===== src/rtl/line_rasterizer_unit_defines.svh =====
// Assertion macros for the line rasterizer.
`ifndef LINE_RASTERIZER_UNIT_DEFINES_SVH
`define LINE_RASTERIZER_UNIT_DEFINES_SVH

`ifndef NO_ASSERTIONS
`define LRAS_ASSERT_ALWAYS(label, clk, rst_n, cond) \
    label: assert property (@(posedge clk) disable iff (!rst_n) (cond)) \
        else $error("lras: invariant violated");
`define LRAS_ASSERT_NEXT(label, clk, ante, cons) \
    label: assert property (@(posedge clk) (ante) |=> (cons)) \
        else $error("lras: sequence violated");
`else
`define LRAS_ASSERT_ALWAYS(label, clk, rst_n, cond)
`define LRAS_ASSERT_NEXT(label, clk, ante, cons)
`endif

`endif


===== src/rtl/lras_pkg.sv =====
package lras_pkg;

    typedef enum logic {
        OP_START = 1'b0,
        OP_STEP  = 1'b1
    } lras_op_t;

    typedef enum logic {
        CMD_LOAD = 1'b0,
        CMD_STEP = 1'b1
    } lras_cmd_t;

endpackage


===== src/rtl/line_rasterizer_unit.sv =====
// Bresenham line rasterizer. A start transfer (tuser 0) loads two endpoints and yields no
// pixel; each step transfer (tuser 1) yields one pixel, tlast on the final one, and a step
// with no line loaded yields nothing. The front stage decodes a transfer and does the line
// setup combinationally, a two-entry queue decouples it from the back stage, and the back
// stage walks the line with one error update per cycle, so the block sustains one transfer
// per clock while m_tready is high; a step passes a queue slot and then the output register.
`include "line_rasterizer_unit_defines.svh"

module line_rasterizer_unit
    import lras_pkg::*;
#(
    parameter int COORD_WIDTH = 12
) (
    input  logic aclk,
    input  logic aresetn,
    input  logic s_tvalid,
    output logic s_tready,
    // x_start, y_start, x_end, y_end
    input  logic [((4*COORD_WIDTH+7)/8)*8-1:0] s_tdata,
    // operation
    input  logic s_tuser,
    output logic m_tvalid,
    input  logic m_tready,
    // pixel_x, pixel_y
    output logic [((2*COORD_WIDTH+7)/8)*8-1:0] m_tdata,
    output logic m_tlast
);

    localparam int S_W     = ((4 * COORD_WIDTH + 7) / 8) * 8;
    localparam int M_W     = ((2 * COORD_WIDTH + 7) / 8) * 8;
    localparam int ENTRY_W = 6 * COORD_WIDTH + 9;

    logic [ENTRY_W-1:0]     entry, head_data;
    logic                   full, head_valid, pop, push;
    logic [1:0]             q_level;
    logic [COORD_WIDTH-1:0] pixel_x, pixel_y;

    assign s_tready = !full;
    assign push     = s_tvalid && s_tready;
    assign m_tdata  = M_W'({pixel_y, pixel_x});

    lras_front #(
        .CW(COORD_WIDTH), .ENTRY_W(ENTRY_W), .S_W(S_W)
    ) u_front (
        .s_tdata(s_tdata),
        .s_tuser(s_tuser),
        .entry  (entry)
    );

    lras_queue #(
        .W(ENTRY_W)
    ) u_queue (
        .aclk      (aclk),
        .aresetn   (aresetn),
        .push      (push),
        .push_data (entry),
        .full      (full),
        .pop       (pop),
        .head_valid(head_valid),
        .head_data (head_data),
        .level     (q_level)
    );

    lras_back #(
        .CW(COORD_WIDTH), .ENTRY_W(ENTRY_W)
    ) u_back (
        .aclk      (aclk),
        .aresetn   (aresetn),
        .head_valid(head_valid),
        .head_data (head_data),
        .pop       (pop),
        .pixel_x   (pixel_x),
        .pixel_y   (pixel_y),
        .last_pixel(m_tlast),
        .out_valid (m_tvalid),
        .out_ready (m_tready)
    );

    `LRAS_ASSERT_ALWAYS(a_queue_bound, aclk, aresetn, q_level != 2'd3)
    `LRAS_ASSERT_ALWAYS(a_pop_needs_entry, aclk, aresetn, !pop || q_level != 2'd0)
    `LRAS_ASSERT_NEXT(a_reset_clears_out, aclk, !aresetn, !m_tvalid && s_tready)

endmodule


===== src/rtl/lras_front.sv =====
module lras_front
    import lras_pkg::*;
#(
    parameter int CW      = 12,
    parameter int ENTRY_W = 6 * 12 + 9,
    parameter int S_W     = 48
) (
    input  logic [S_W-1:0]     s_tdata,
    input  logic               s_tuser,
    output logic [ENTRY_W-1:0] entry
);

    typedef struct packed {
        lras_cmd_t       kind;
        logic [CW-1:0]   x1;
        logic [CW-1:0]   y1;
        logic            neg;
        logic            majx;
        logic [CW:0]     min2;
        logic [CW:0]     maj2;
        logic [CW+2:0]   err;
        logic [CW:0]     count;
    } lras_entry_t;

    logic [CW-1:0]        xa, ya, xb, yb;
    logic [CW-1:0]        x1, y1, x2, y2;
    logic signed [CW:0]   x1e, y1e, x2e, y2e;
    logic signed [CW:0]   dxw, dyw;
    logic [CW-1:0]        adx, dy, maj, mn;
    logic                 swap, neg, majx;
    lras_entry_t          e;

    always_comb begin
        xa   = s_tdata[CW-1:0];
        ya   = s_tdata[2*CW-1:CW];
        xb   = s_tdata[3*CW-1:2*CW];
        yb   = s_tdata[4*CW-1:3*CW];
        swap = $signed(yb) < $signed(ya);
        x1   = swap ? xb : xa;
        y1   = swap ? yb : ya;
        x2   = swap ? xa : xb;
        y2   = swap ? ya : yb;
        x1e  = {x1[CW-1], x1};
        y1e  = {y1[CW-1], y1};
        x2e  = {x2[CW-1], x2};
        y2e  = {y2[CW-1], y2};
        dxw  = x2e - x1e;
        dyw  = y2e - y1e;
        neg  = dxw[CW];
        adx  = neg ? CW'(-dxw) : dxw[CW-1:0];
        dy   = dyw[CW-1:0];
        majx = adx >= dy;
        maj  = majx ? adx : dy;
        mn   = majx ? dy : adx;

        e.kind  = (lras_op_t'(s_tuser) == OP_START) ? CMD_LOAD : CMD_STEP;
        e.x1    = x1;
        e.y1    = y1;
        e.neg   = neg;
        e.majx  = majx;
        e.min2  = {mn, 1'b0};
        e.maj2  = {maj, 1'b0};
        e.err   = {2'b00, mn, 1'b0} - {3'b000, maj} + {{(CW+2){1'b0}}, majx};
        e.count = {1'b0, maj} + {{CW{1'b0}}, 1'b1};
        entry   = e;
    end

endmodule


===== src/rtl/lras_queue.sv =====
module lras_queue #(
    parameter int W = 81
) (
    input  logic         aclk,
    input  logic         aresetn,
    input  logic         push,
    input  logic [W-1:0] push_data,
    output logic         full,
    input  logic         pop,
    output logic         head_valid,
    output logic [W-1:0] head_data,
    output logic [1:0]   level
);

    logic [W-1:0] slot_reg [2];
    logic         wr_ptr_reg, wr_ptr_next;
    logic         rd_ptr_reg, rd_ptr_next;
    logic [1:0]   level_reg, level_next;

    assign full       = level_reg == 2'd2;
    assign head_valid = level_reg != 2'd0;
    assign head_data  = slot_reg[rd_ptr_reg];
    assign level      = level_reg;

    always_comb begin
        wr_ptr_next = wr_ptr_reg ^ push;
        rd_ptr_next = rd_ptr_reg ^ pop;
        level_next  = level_reg + {1'b0, push} - {1'b0, pop};
    end

    always_ff @(posedge aclk) begin
        if (!aresetn) begin
            wr_ptr_reg <= 1'b0;
            rd_ptr_reg <= 1'b0;
            level_reg  <= 2'd0;
        end else begin
            wr_ptr_reg <= wr_ptr_next;
            rd_ptr_reg <= rd_ptr_next;
            level_reg  <= level_next;
        end
    end

    always_ff @(posedge aclk) begin
        if (push) begin
            slot_reg[wr_ptr_reg] <= push_data;
        end
    end

endmodule


===== src/rtl/lras_back.sv =====
module lras_back
    import lras_pkg::*;
#(
    parameter int CW      = 12,
    parameter int ENTRY_W = 6 * 12 + 9
) (
    input  logic               aclk,
    input  logic               aresetn,
    input  logic               head_valid,
    input  logic [ENTRY_W-1:0] head_data,
    output logic               pop,
    output logic [CW-1:0]      pixel_x,
    output logic [CW-1:0]      pixel_y,
    output logic               last_pixel,
    output logic               out_valid,
    input  logic               out_ready
);

    typedef struct packed {
        lras_cmd_t       kind;
        logic [CW-1:0]   x1;
        logic [CW-1:0]   y1;
        logic            neg;
        logic            majx;
        logic [CW:0]     min2;
        logic [CW:0]     maj2;
        logic [CW+2:0]   err;
        logic [CW:0]     count;
    } lras_entry_t;

    lras_entry_t   head;
    logic          active_reg, active_next;
    logic [CW-1:0] cx_reg, cx_next, cy_reg, cy_next;
    logic [CW+2:0] err_reg, err_next;
    logic [CW:0]   left_reg, left_next;
    logic          neg_reg, neg_next, majx_reg, majx_next;
    logic [CW:0]   min2_reg, min2_next, maj2_reg, maj2_next;
    logic          ovalid_reg, ovalid_next;
    logic [CW-1:0] ox_reg, ox_next, oy_reg, oy_next;
    logic          olast_reg, olast_next;
    logic          out_free, emit, load, minor;
    logic [CW-1:0] cx_stepped;

    assign head       = lras_entry_t'(head_data);
    assign out_free   = !ovalid_reg || out_ready;
    assign pop        = head_valid && (head.kind == CMD_LOAD || !active_reg || out_free);
    assign load       = pop && head.kind == CMD_LOAD;
    assign emit       = pop && head.kind == CMD_STEP && active_reg;
    assign minor      = !err_reg[CW+2] && err_reg != '0;
    assign cx_stepped = neg_reg ? cx_reg - 1'b1 : cx_reg + 1'b1;

    assign pixel_x    = ox_reg;
    assign pixel_y    = oy_reg;
    assign last_pixel = olast_reg;
    assign out_valid  = ovalid_reg;

    always_comb begin
        active_next = active_reg;
        cx_next     = cx_reg;
        cy_next     = cy_reg;
        err_next    = err_reg;
        left_next   = left_reg;
        neg_next    = neg_reg;
        majx_next   = majx_reg;
        min2_next   = min2_reg;
        maj2_next   = maj2_reg;
        ovalid_next = ovalid_reg && !out_ready;
        ox_next     = ox_reg;
        oy_next     = oy_reg;
        olast_next  = olast_reg;
        if (load) begin
            active_next = 1'b1;
            cx_next     = head.x1;
            cy_next     = head.y1;
            err_next    = head.err;
            left_next   = head.count;
            neg_next    = head.neg;
            majx_next   = head.majx;
            min2_next   = head.min2;
            maj2_next   = head.maj2;
        end else if (emit) begin
            ovalid_next = 1'b1;
            ox_next     = cx_reg;
            oy_next     = cy_reg;
            olast_next  = left_reg == {{CW{1'b0}}, 1'b1};
            err_next    = err_reg - (minor ? {2'b00, maj2_reg} : '0) + {2'b00, min2_reg};
            if (majx_reg) begin
                cx_next = cx_stepped;
                cy_next = minor ? cy_reg + 1'b1 : cy_reg;
            end else begin
                cy_next = cy_reg + 1'b1;
                cx_next = minor ? cx_stepped : cx_reg;
            end
            left_next   = left_reg - 1'b1;
            active_next = left_reg != {{CW{1'b0}}, 1'b1};
        end
    end

    always_ff @(posedge aclk) begin
        if (!aresetn) begin
            active_reg <= 1'b0;
            ovalid_reg <= 1'b0;
            cx_reg     <= '0;
            cy_reg     <= '0;
            err_reg    <= '0;
            left_reg   <= '0;
            neg_reg    <= 1'b0;
            majx_reg   <= 1'b0;
            min2_reg   <= '0;
            maj2_reg   <= '0;
        end else begin
            active_reg <= active_next;
            ovalid_reg <= ovalid_next;
            cx_reg     <= cx_next;
            cy_reg     <= cy_next;
            err_reg    <= err_next;
            left_reg   <= left_next;
            neg_reg    <= neg_next;
            majx_reg   <= majx_next;
            min2_reg   <= min2_next;
            maj2_reg   <= maj2_next;
        end
    end

    always_ff @(posedge aclk) begin
        ox_reg    <= ox_next;
        oy_reg    <= oy_next;
        olast_reg <= olast_next;
    end

endmodule

===== config.mk =====
export PLATFORM = sky130hd
export DESIGN_NAME = line_rasterizer_unit
export DESIGN_NICKNAME = d
export VERILOG_FILES = /design/src/rtl/lras_pkg.sv /design/src/rtl/line_rasterizer_unit.sv /design/src/rtl/lras_front.sv /design/src/rtl/lras_queue.sv /design/src/rtl/lras_back.sv
export VERILOG_INCLUDE_DIRS = /design/src /design/src/rtl
export SDC_FILE = /design/constraint.sdc
export NUM_CORES = 1
export LEC_CHECK = 0
export BUFFER_PORTS_ARGS = -buffer_cell sky130_fd_sc_hd__buf_4
export CAP_MARGIN = 40
export CORE_MARGIN = 2
export CORE_UTILIZATION = 35
export DETAILED_ROUTE_END_ITERATION = 10
export PLACE_DENSITY = 0.58
export SYNTH_ARGS = -nofsm -noshare
export SYNTH_HDL_FRONTEND = slang
export SYNTH_SLANG_ARGS = --single-unit

===== constraint.sdc =====
create_clock -name aclk -period 17.75 [get_ports aclk]
set_input_delay 3.55 -clock aclk [delete_from_list [all_inputs] [get_ports aclk]]
set_output_delay 3.55 -clock aclk [all_outputs]
set_load 0.005 [all_outputs]

# Word level (Yosys, flattened, before mapping)
# Memories as Yosys holds them, arrays and structs flattened. A register that Yosys moved wholly into a read port is not among the register bits.
# Cells that the tools add are included.
[classes]
addsub = 14
order_cmp = 2
eq_ne = 4
n_mux = 29
n_bitwise = 4
reduce_logical = 22
[op_table]
columns = ["op", "n"]
rows = [
  ["$mux W12", 16],
  ["$mux W13", 3],
  ["$mux W15", 2],
  ["$add A12 B1 Y12 const B", 2],
  ["$add A15 B1 Y15", 1],
  ["$add A15 B13 Y15", 1],
  ["$reduce_bool A15 Y1", 1],
  ["$sub A15 B15 Y15", 1],
  ["$sub A13 B12 Y14", 1],
  ["$add A12 B1 Y13 const B", 1],
  ["$eq A13 B1 Y1 const B", 1],
  ["$ne A13 B1 Y1 const B", 1],
  ["$sub A12 B12 Y13", 1],
  ["$sub A13 B1 Y13 const B", 1],
  ["$ge A12 B12 Y1", 1],
  ["$lt A12 B12 Y1", 1],
  ["$neg A12 Y12", 1],
  ["$sub A12 B1 Y12 const B", 1],
  ["$sub A12 B12 Y12", 1],
  ["$mux W1", 8],
  ["$logic_and A1 B1 Y1", 7],
  ["$reduce_and A2 Y1", 3],
  ["$logic_not A1 Y1", 5],
  ["$reduce_bool A2 Y1", 2],
  ["8 further kinds", 12],
]
[word_totals]
reg_bits = 111
ramBits = 158
inputBits = 53
out_inout_bits = 27
word_cells = 92
n_memories = 1
[memory_table]
columns = ["memory", "depth", "word_bits", "read_ports", "rd_clocked_by_memory_dff", "wr", "line", "text"]
rows = [
  ["u_queue.slot_reg", 2, 79, 1, 1, 1, "lras_queue.sv:15", "logic [W-1:0] slot_reg [2];"],
]

# Logic depth before layout (Yosys ltp)
# Gate-level depths: netlist of the first run.
[depth]
word_depth = 9
mapped_depth = 47

# Hierarchy
# From an unflattened synthesis of the first run, not the netlist that was laid out.
[hier_totals]
cells_unflattened = 1631
hier_area_um2 = 16693.5
[modules_own_cells]
columns = ["module", "n_inst", "cells_each", "area_per_inst_um2", "seq_area_each_um2"]
rows = [
  ["lras_queue", 1, 273, 6485.0, 4964.8],
  ["lras_back", 1, 706, 6000.8, 2392.3],
  ["lras_front", 1, 650, 4197.8, 0.0],
  ["line_rasterizer_unit", 1, 2, 10.0, 0.0],
]

# Least setup slack after synthesis of the first run
# Ideal clock, no wire load.
[synth_path]
path_kind = "input -> register"
start = "input port s_tdata[21]"
end = "memory u_queue.slot_reg[0][26] (netlist name), data pin"
setup_time_ps = 270
t_arrival_ps = 12874
t_required_ps = 17480
slack_ps = 4606
path_stages = 42
path_buffers = 8
path_cell_list = "inv_1 -> ha_1 -> buf_6 -> a21o_1 -> a2111oi_4 -> nor2_1 -> nor3_1 -> buf_2 -> clkbuf_1 -> buf_1 -> nand2_1 -> nor2_1 -> a21oi_1 -> ha_1 -> o311ai_0 -> nand3_1 -> xor2_1 -> clkinv_1 -> [6 not listed] -> o221ai_2 -> clkbuf_1 -> clkbuf_1 -> clkbuf_1 -> clkbuf_1 -> o21ai_0 -> ha_1 -> a2111o_1 -> maj3_2 -> maj3_2 -> maj3_2 -> maj3_2 -> xnor2_1 -> mux2i_1 -> or2_2 -> nor4_2 -> nand4_1 -> xor2_1"
[synth_via]
elab_chain_cells = 9
elab_cells_between_ends = 14
cone_classes = "5 x add/sub; 2 x order compare; 7 x mux"
[synth_lines]
columns = ["element", "line", "text"]
rows = [
  ["start, declared", "line_rasterizer_unit.sv:19", "input logic [((4*COORD_WIDTH+7)/8)*8-1:0] s_tdata,"],
  ["$lt A12 B12 Y1", "lras_front.sv:38", "swap = $signed(yb) < $signed(ya);"],
  ["$mux W12 (on tied branches)", "lras_front.sv:41, lras_front.sv:39", ""],
  ["$sub A12 B12 Y13", "lras_front.sv:47", "dxw = x2e - x1e;"],
  ["$neg A12 Y12", "lras_front.sv:50", "adx = neg ? CW'(-dxw) : dxw[CW-1:0];"],
  ["$mux W12", "lras_front.sv:50", ""],
  ["$ge A12 B12 Y1", "lras_front.sv:52", "majx = adx >= dy;"],
  ["$mux W12 (on tied branches)", "lras_front.sv:53, lras_front.sv:54", ""],
  ["$sub A13 B12 Y14", "lras_front.sv:63", "e.err = {2'b00, mn, 1'b0} - {3'b000, maj} + {{(CW+2){1'b0}}, majx};"],
  ["$add A15 B1 Y15 *", "lras_front.sv:63", ""],
  ["net entry[26]", "line_rasterizer_unit.sv:33", "logic [ENTRY_W-1:0] entry, head_data;"],
  ["end, declared", "lras_queue.sv:15", ""],
]
# Mark *: on every way through the listed nets, which the timed path passes. The rest lies on a longest branch.

# Worst setup path in the final report of the first run
[layout_path]
start = "input port s_tdata[21]"
end = "memory u_queue.slot_reg[1][26] (netlist name), data pin"
[layout_via]
elab_cells_between_ends = 14
cone_classes = "5 x add/sub; 2 x order compare; 7 x mux"
[layout_rtl]
columns = ["element", "line"]
rows = [
  ["$lt A12 B12 Y1 *", "lras_front.sv:38"],
  ["$mux W12 (on tied branches)", "lras_front.sv:41, lras_front.sv:39"],
  ["$sub A12 B12 Y13 *", "lras_front.sv:47"],
  ["net entry[55]", "line_rasterizer_unit.sv:33"],
  ["$mux W12 *", "lras_front.sv:50"],
  ["$ge A12 B12 Y1", "lras_front.sv:52"],
  ["$mux W12 (on tied branches)", "lras_front.sv:53, lras_front.sv:54"],
  ["$sub A13 B12 Y14", "lras_front.sv:63"],
  ["$add A15 B1 Y15 *", "lras_front.sv:63"],
  ["net entry[26]", "line_rasterizer_unit.sv:33"],
]
# Marked as above.

==> impl_metrics.ini, run 1 <==
[outcome]
status = completed

[power_and_ir_drop]
powerDensity_nw_per_um2 = 187.9
vdd_drop_max_v = 0.0001024
finalPower_mw = 3.472
p_leak_nw = 7.475

[setup_path]
crit_slowest_cell = xnor2_1
rr_startpoint = u_back.err_reg[9]$_SDFFE_PN0P_
reg2reg_to = u_back.err_reg[14]$_SDFFE_PN0P_
required_ns = 18.03
cpPeakStageDelay_ns = 0.65
cp_max_fo = 21
reg2reg_slack_ns = 12.62
cp.arrival_ns = 12.73
path_depth = 39
crit_buf_inv = 4
start_kind = primary input
rr_worst_depth = 24
crit_family = compound AO/OA/AOI/OAI gates
cp-end-kind = register
crit_path_end = u_queue.slot_reg[1][26]$_DFFE_PP_
path_class = in2reg
startpoint = s_tdata[21]

[die]
coreArea_um2 = 46260
dieHeight_um = 219.7
start_util_pct = 35.20
io_pins = 80
die_width_um = 219.7
dieArea_um2 = 48260
num_rows = 79

[yosys]
yosysUniqueCellTypes = 89
synth.most_common_cell = nand2_1
synth_edf_count = 183
synth_area_leaders = edfxtp_1, dfxtp_1, mux2i_1, nand2_1, ha_1
synth-main-ff-cell = edfxtp_1
synth_area_um2 = 16280
synth.top_cell.area_share_pct = 33.75
ys_seq_area_share_pct = 44.20
syn_avg_cell_area_um2 = 9.934
synth_cells = 1639
synth_nets = 1766
ys_ff_latch = 268
async_flop_share_pct = 0
synth_common_cells = nand2_1, edfxtp_1, inv_1
synth.largest_area_cell = edfxtp_1
ys.warnings.count = 0

[timing]
timing.fmax_ghz = 0.08030
setup_viol = 0
hold_slack_ns = 0.4640
report.final.hold_viol_count = 0
rsz0062_at_grt = no
post-route-period-util_pct = 70.16
fin_crit_ns = 12.45
worst_pin_slew_ns = 0.9360
finalMaxSlewViolations = 0
final.setup.tns_ns = 0
fin_skew_ns = 0.02929
slew_headroom_pct = 37.15

[job]
cap_violations = 0

[place]
portBuffers = 79
gp_routability_congestion = 0.8748
placed_cells = 2264
detailed_place_hpwl_um = 29030

[cts]
clock_sinks = 268
cts-hold-fix-buffers = 0
clk_latency_ns = 0.56
ctsRootBufferMaster = clkbuf_16
postCtsSetupRepairBufs = 0
cts_resized = 0
cts_tree = yes
htreeDepth = 1
clk_pin_slew_ns = 0.06
numCtsBuffers = 28
clockBufferDepth = 3

[final_layout]
drive_gt1_share_pct = 10.94
num-fill-cells = 4536
fin_nets = 1814
largest_register_ffs = 158
synthToLayoutAreaGrowth_pct = 13.48
final_cells = 2317
final_util_pct = 39.94

[detailed_routing]
routed_wl_um = 39480
routed_via_density = 5.161
firstDrtPassIters = 6
wl_per_cell_um = 17.04
num_vias = 11960
drt-initial-drc-count = 914
drc = 0
postRouteAntennaNets = 0

[grt]
grt_pass1_wl_um = 62870
antenna_found_initial = 0
grt_pass1_vias = 11630
grt_max_degree = 63
gr-usage-all-layers_pct = 16.38
overflow = 0

[hold_path]
hold_path_class = reg2reg
min_from = u_back.cy_reg[11]$_SDFFE_PN0P_
-- area by class of cell --
class	instances	area [um2]	share of cell area (%)
Antenna cell	1	2.502	0.01354
Clock buffer	32	715.7	3.873
Clock inverter	20	200.2	1.083
Inverter	129	484.2	2.621
Multi-Input combinational cell	1165	8347	45.18
Sequential cell	268	7201	38.97
Tap cell	607	759.5	4.111
Timing Repair Buffer	95	767.0	4.151
-- report_power, final --
group          total [mW]  internal [mW]  switching, mW
sequential           1.10          0.988          0.108
clock               0.575          0.335          0.240
combinational        1.80          0.700           1.10
-- logic make-up (layout without fill, tap and decap cells) --
group | after synthesis | in the layout | synth area share (%)
AND/OR/NAND/NOR | 499 | 499 | 14.94
AO/OA/AOI/OAI | 355 | 355 | 15.63
flip-flops | 268 | 268 | 44.20
buffers and inverters | 206 | 276 | 4.857
XOR/XNOR | 107 | 107 | 5.848
adder cells (fa/ha/maj) | 103 | 103 | 8.161
multiplexers | 101 | 101 | 6.363
other | 0 | 1 | 0
-- routing by layer --
layer	vias up	track usage, %	part of all wire, %	wire [um]
li1	6003	-	-	-
met1	5672	23.15	49	19240
met2	228	26.49	45	17840
met3	56	1.573	3.2	1282
met4	0	5.034	2.8	1117
met5	-	0	0	0
-- stage by stage --
step                      cell area, um2  setup WS (ns)
final                              18480          5.296
after global routing               18470          4.543
after CTS                          18470          5.338
after detailed placement           17560          4.741
after global placement             17450          4.937
after floorplan                    16280          4.606
-- worst min path at each step --
stage                                   end  slack [ns]  depth (start not counted)
3_5_place_dp   u_back.pixel_y[11]$_DFFE_PP_        0.45                          0
4_1_cts        u_back.pixel_y[11]$_DFFE_PP_        0.47                          0
2_1_floorplan  u_back.pixel_x[11]$_DFFE_PP_        0.43                          0
3_3_place_gp   u_back.pixel_y[11]$_DFFE_PP_        0.45                          0
5_1_grt         u_back.pixel_x[9]$_DFFE_PP_        0.49                          0
6_report       u_back.pixel_y[11]$_DFFE_PP_        0.46                          0
-- cell usage in the layout, fill, tap and decap left out, types with 58 or more instances in the layout --
cell type	netlist	routed
a21oi_1	66	66
buf_4	1	90
dfxtp_1	85	84
edfxtp_1	183	183
ha_1	60	58
inv_1	122	122
mux2i_1	93	93
nand2_1	202	201
nor2_1	81	81
o21ai_0	79	79
xnor2_1	76	76
Note: power is estimated with default switching activity, not from simulation.
==> run 2, diff against run 1 <==
Settings changed: PLACE_DENSITY 0.58 to 0.6.
Clock period 17.75 ns to 10.93 ns, I/O delays scaled along.
==> run 2 against run 1 <==
Effect of this change:
- via count grew 2.3%
- highest routed layer unchanged
- global-route usage is 0.41 points higher
- hold slack better by 0.011 ns
- count of clock-buffer cells in the layout is 2 higher
- die area unchanged
- sequential share of layout area decreased by 0.75 points
- core utilization grew 0.78 points
- clock power grew 86%
- first-iteration DRC count grew 8.1%
==> impl_metrics.ini, run 2 (synthesis results as in run 1) <==
[timing]
timing.fmax_ghz = 0.09800
post-route-period-util_pct = 93.36
final.setup.tns_ns = 0
fin_crit_ns = 10.20
slew_headroom_pct = 43.76
setup_viol = 0
hold_slack_ns = 0.4753
report.final.hold_viol_count = 0
worst_pin_slew_ns = 0.8347
finalMaxSlewViolations = 0
rsz0062_at_grt = no
fin_skew_ns = 0.01625

[detailed_routing]
wl_per_cell_um = 17.34
firstDrtPassIters = 5
drt-initial-drc-count = 988
drc = 0
num_vias = 12230
routed_via_density = 5.234
postRouteAntennaNets = 0
routed_wl_um = 40520

[grt]
grtUsageMet2_pct = 27.43
grt_pass1_vias = 11890
antenna_found_initial = 0
overflow = 0
use_met3_pct = 1.794
grt_pass1_wl_um = 64350
top_usage_layer = met2
gr-usage-all-layers_pct = 16.79
use_met1_pct = 23.32
grt_max_degree = 71

[power_and_ir_drop]
p_leak_nw = 7.663
powerDensity_nw_per_um2 = 309.0
finalPower_mw = 5.821
vdd_drop_max_v = 0.0001755

[cts]
ctsRootBufferMaster = clkbuf_16
postCtsSetupRepairBufs = 0
clk_pin_slew_ns = 0.06
clockBufferDepth = 3
cts-hold-fix-buffers = 0
cts_tree = yes
htreeDepth = 1
clk_latency_ns = 0.55
clock_sinks = 268
numCtsBuffers = 28
cts_resized = 0

[final_layout]
synthToLayoutAreaGrowth_pct = 15.69
drive_gt1_share_pct = 12.31
fin_nets = 1836
antennaDiodeCount = 0
final_util_pct = 40.72
final_cell_mix = nand2_1, edfxtp_1, inv_1
largest_register_ffs = 158
layout_commonest_cell = nand2_1

[setup_path]
path_class = in2reg
cp_max_fo = 10
start_kind = primary input
cp-end-kind = register
crit_slowest_cell = a2111oi_4
cpPeakStageDelay_ns = 0.43
cp.arrival_ns = 10.47
required_ns = 11.20

[place]
portBuffers = 79
detailed_place_hpwl_um = 30150
gp_routability_congestion = 0.8863

[outcome]
status = completed

[die]
start_util_pct = 35.20
dieArea_um2 = 48260
io_pins = 80
coreArea_um2 = 46260
die_width_um = 219.7
num_rows = 79
dieHeight_um = 219.7

[hold_path]
hold_path_class = reg2reg

[job]
cap_violations = 0
[run 2: final timing paths]
kind / from / end / slack (ns) / depth (start not counted)
max: s_tdata[21] / u_queue.slot_reg[0][26]$_DFFE_PP_ / 0.73 / 40
min: u_back.cx_reg[7]$_SDFFE_PN0P_ / u_back.pixel_x[7]$_DFFE_PP_ / 0.48 / 0
max reg2reg: u_back.err_reg[2]$_SDFFE_PN0P_ / u_back.err_reg[14]$_SDFFE_PN0P_ / 5.61 / 24
min reg2reg: u_back.cx_reg[7]$_SDFFE_PN0P_ / u_back.pixel_x[7]$_DFFE_PP_ / 0.48 / 0
[run 2: power by group]
group          switching [mW]  internal, mW
combinational            1.80          1.18
sequential              0.169          1.60
clock                   0.395         0.676
total                    2.36          3.46
[run 2: cell type report]
class                      count  area (um2)
fill                        4460       27420
clock inverter                17       305.3
sequential                   268        7201
inverter                     129       485.5
clock buffer                  34       744.5
tap                          607       759.5
multi-input combinational   1165        8354
timing repair buffer         117       987.2
[run 2: per-stage QoR]
step | instance area, um2 | instances | setup WS (ns)
CTS | 18840 | 2337 | 0.7387
finish | 18840 | 2337 | 0.7256
global route | 18840 | 2337 | 0.1818
detailed placement | 17790 | 2286 | 0.2001
floorplan | 16310 | 1639 | 0.03019
global placement | 17650 | 2280 | 0.3113
[run 2: per-layer routing]
layer / vias up / share of wire, %
met5: - / 0
met4: 0 / 2.7
met3: 62 / 4.2
met2: 270 / 46
met1: 5848 / 47
li1: 6053 / -
[run 2: worst max-delay path: cells and delay by family]
family / cells / cell delay, ns
compound gates: 15 / 2.98
xor+xnor: 2 / 0.33
fa+ha+maj: 8 / 2.36
buf+inv: 3 / 0.24
mux: 2 / 0.50
simple gates: 10 / 1.83
==> run 3, diff against run 2 <==
Settings changed: CTS_BUF_LIST set to sky130_fd_sc_hd__clkbuf_2 sky130_fd_sc_hd__clkbuf_4 sky130_fd_sc_hd__clkbuf_8, PLACE_DENSITY 0.6 to 0.58.
Clock period 10.93 ns to 10.3 ns, I/O delays scaled along.
==> run 3 against run 2 <==
Effect of this change:
- setup slack lost 0.17 ns
- count of clock-buffer cells in the layout is 31 higher
- first-iteration DRC count shrank 18%
- clock power is 10% lower
- cell area down 0.35%
- critical path type unchanged
- wire length up 1.3%
- combinational power increased by 6.7%
==> impl_metrics.ini, run 3 (synthesis results as in run 1) <==
[detailed_routing]
routed_wl_um = 41040
wl_per_cell_um = 17.27
postRouteAntennaNets = 0
num_vias = 12290
firstDrtPassIters = 5
drc = 0
routed_via_density = 5.171
drt-initial-drc-count = 815

[cts]
clk_pin_slew_ns = 0.06
ctsRootBufferMaster = clkbuf_8
numCtsBuffers = 45
cts_tree = yes
cts-hold-fix-buffers = 0
clock_sinks = 268
clockBufferDepth = 3
cts_resized = 0
htreeDepth = 2
postCtsSetupRepairBufs = 0
clk_latency_ns = 0.56

[place]
pre_cts_slack_ns = 0.004325
gp_routability_congestion = 0.8833
portBuffers = 79
placed_cells = 2292
detailed_place_hpwl_um = 30240
placed_area_um2 = 17850

[final_layout]
synthToLayoutAreaGrowth_pct = 15.28
layout_commonest_cell = nand2_1
postLayoutCellArea_um2 = 18770
largest_register_ffs = 158
final_util_pct = 40.58
final_cell_mix = nand2_1, edfxtp_1, inv_1
final_cells = 2376
drive_gt1_share_pct = 14.59
fin_nets = 1859
num-fill-cells = 4504

[timing]
worst_pin_slew_ns = 0.7440
fin_skew_ns = 0.03047
final.setup.tns_ns = 0
hold_slack_ns = 0.4702
finalMaxSlewViolations = 0
timing.fmax_ghz = 0.1026
post-route-period-util_pct = 94.61
finalWorstSetupSlack_ns = 0.5555
setup_viol = 0
rsz0062_at_grt = no
fin_crit_ns = 9.745
slew_headroom_pct = 50.40
report.final.hold_viol_count = 0

[setup_path]
cpPeakStageDelay_ns = 0.46
path_class = in2reg
required_ns = 10.60
cp_max_fo = 9
crit_slowest_cell = a2111oi_4
start_kind = primary input
cp.arrival_ns = 10.04
crit_top_cell = maj3_2
cp-end-kind = register

[power_and_ir_drop]
vdd_drop_max_v = 0.0001991
p_leak_nw = 7.658
powerDensity_nw_per_um2 = 320.8
finalPower_mw = 6.021

[grt]
antenna_found_initial = 1
gr-usage-all-layers_pct = 17.10
overflow = 0
use_met3_pct = 1.877
grtUsageMet2_pct = 27.64
top_usage_layer = met2
grt_pass1_vias = 12060
use_met1_pct = 24.02
grt_pass1_wl_um = 65540
grt_max_degree = 79

[die]
io_pins = 80
die_width_um = 219.7
dieArea_um2 = 48260
start_util_pct = 35.20
num_rows = 79
dieHeight_um = 219.7
coreArea_um2 = 46260

[job]
cap_violations = 0

[outcome]
status = completed

[hold_path]
hold_path_class = reg2reg
## run 3: final cells by class
class / instances / area (um2) / share of cell area (%)
multi-input cells: 1165 / 8424 / 44.88
flip-flops and latches: 268 / 7201 / 38.36
repair buffers: 123 / 980.9 / 5.226
clock buffers: 65 / 782.0 / 4.166
well taps: 607 / 759.5 / 4.046
inverters: 129 / 485.5 / 2.586
clock inverters: 18 / 135.1 / 0.7199
diodes: 1 / 2.502 / 0.01333
## run 3: critical path: cells and delay by family
family                     cells  cell delay [ns]
xor gates and xnor gates       4             1.13
and+or+nand+nor                8             1.45
muxes                          1             0.10
buffers and inverters          2             0.19
AOI/OAI and AO/OA             11             2.56
adders and majority gates      9             2.56
## run 3: path summary, 6_finish.rpt
path | startpoint | endpoint | slack, ns | cells after the start
min reg2reg | u_back.cx_reg[11]$_SDFFE_PN0P_ | u_back.pixel_x[11]$_DFFE_PP_ | 0.47 | 0
max | s_tdata[21] | u_queue.slot_reg[0][26]$_DFFE_PP_ | 0.56 | 35
max reg2reg | u_back.err_reg[2]$_SDFFE_PN0P_ | u_back.err_reg[14]$_SDFFE_PN0P_ | 5.11 | 24
min | u_back.cx_reg[11]$_SDFFE_PN0P_ | u_back.pixel_x[11]$_DFFE_PP_ | 0.47 | 0
## run 3: where the power goes
part	leakage [nW]	switching (mW)	internal (mW)
registers	2.41	0.177	1.70
clock network	0.479	0.420	0.539
logic	4.77	1.92	1.26
total	7.66	2.52	3.51
## run 3: per-layer routing
layer | part of all wire (%) | vias to the layer above
met1 | 48 | 5910
li1 | - | 6101
met4 | 2.4 | 0
met2 | 46 | 212
met5 | 0 | -
met3 | 3.5 | 64
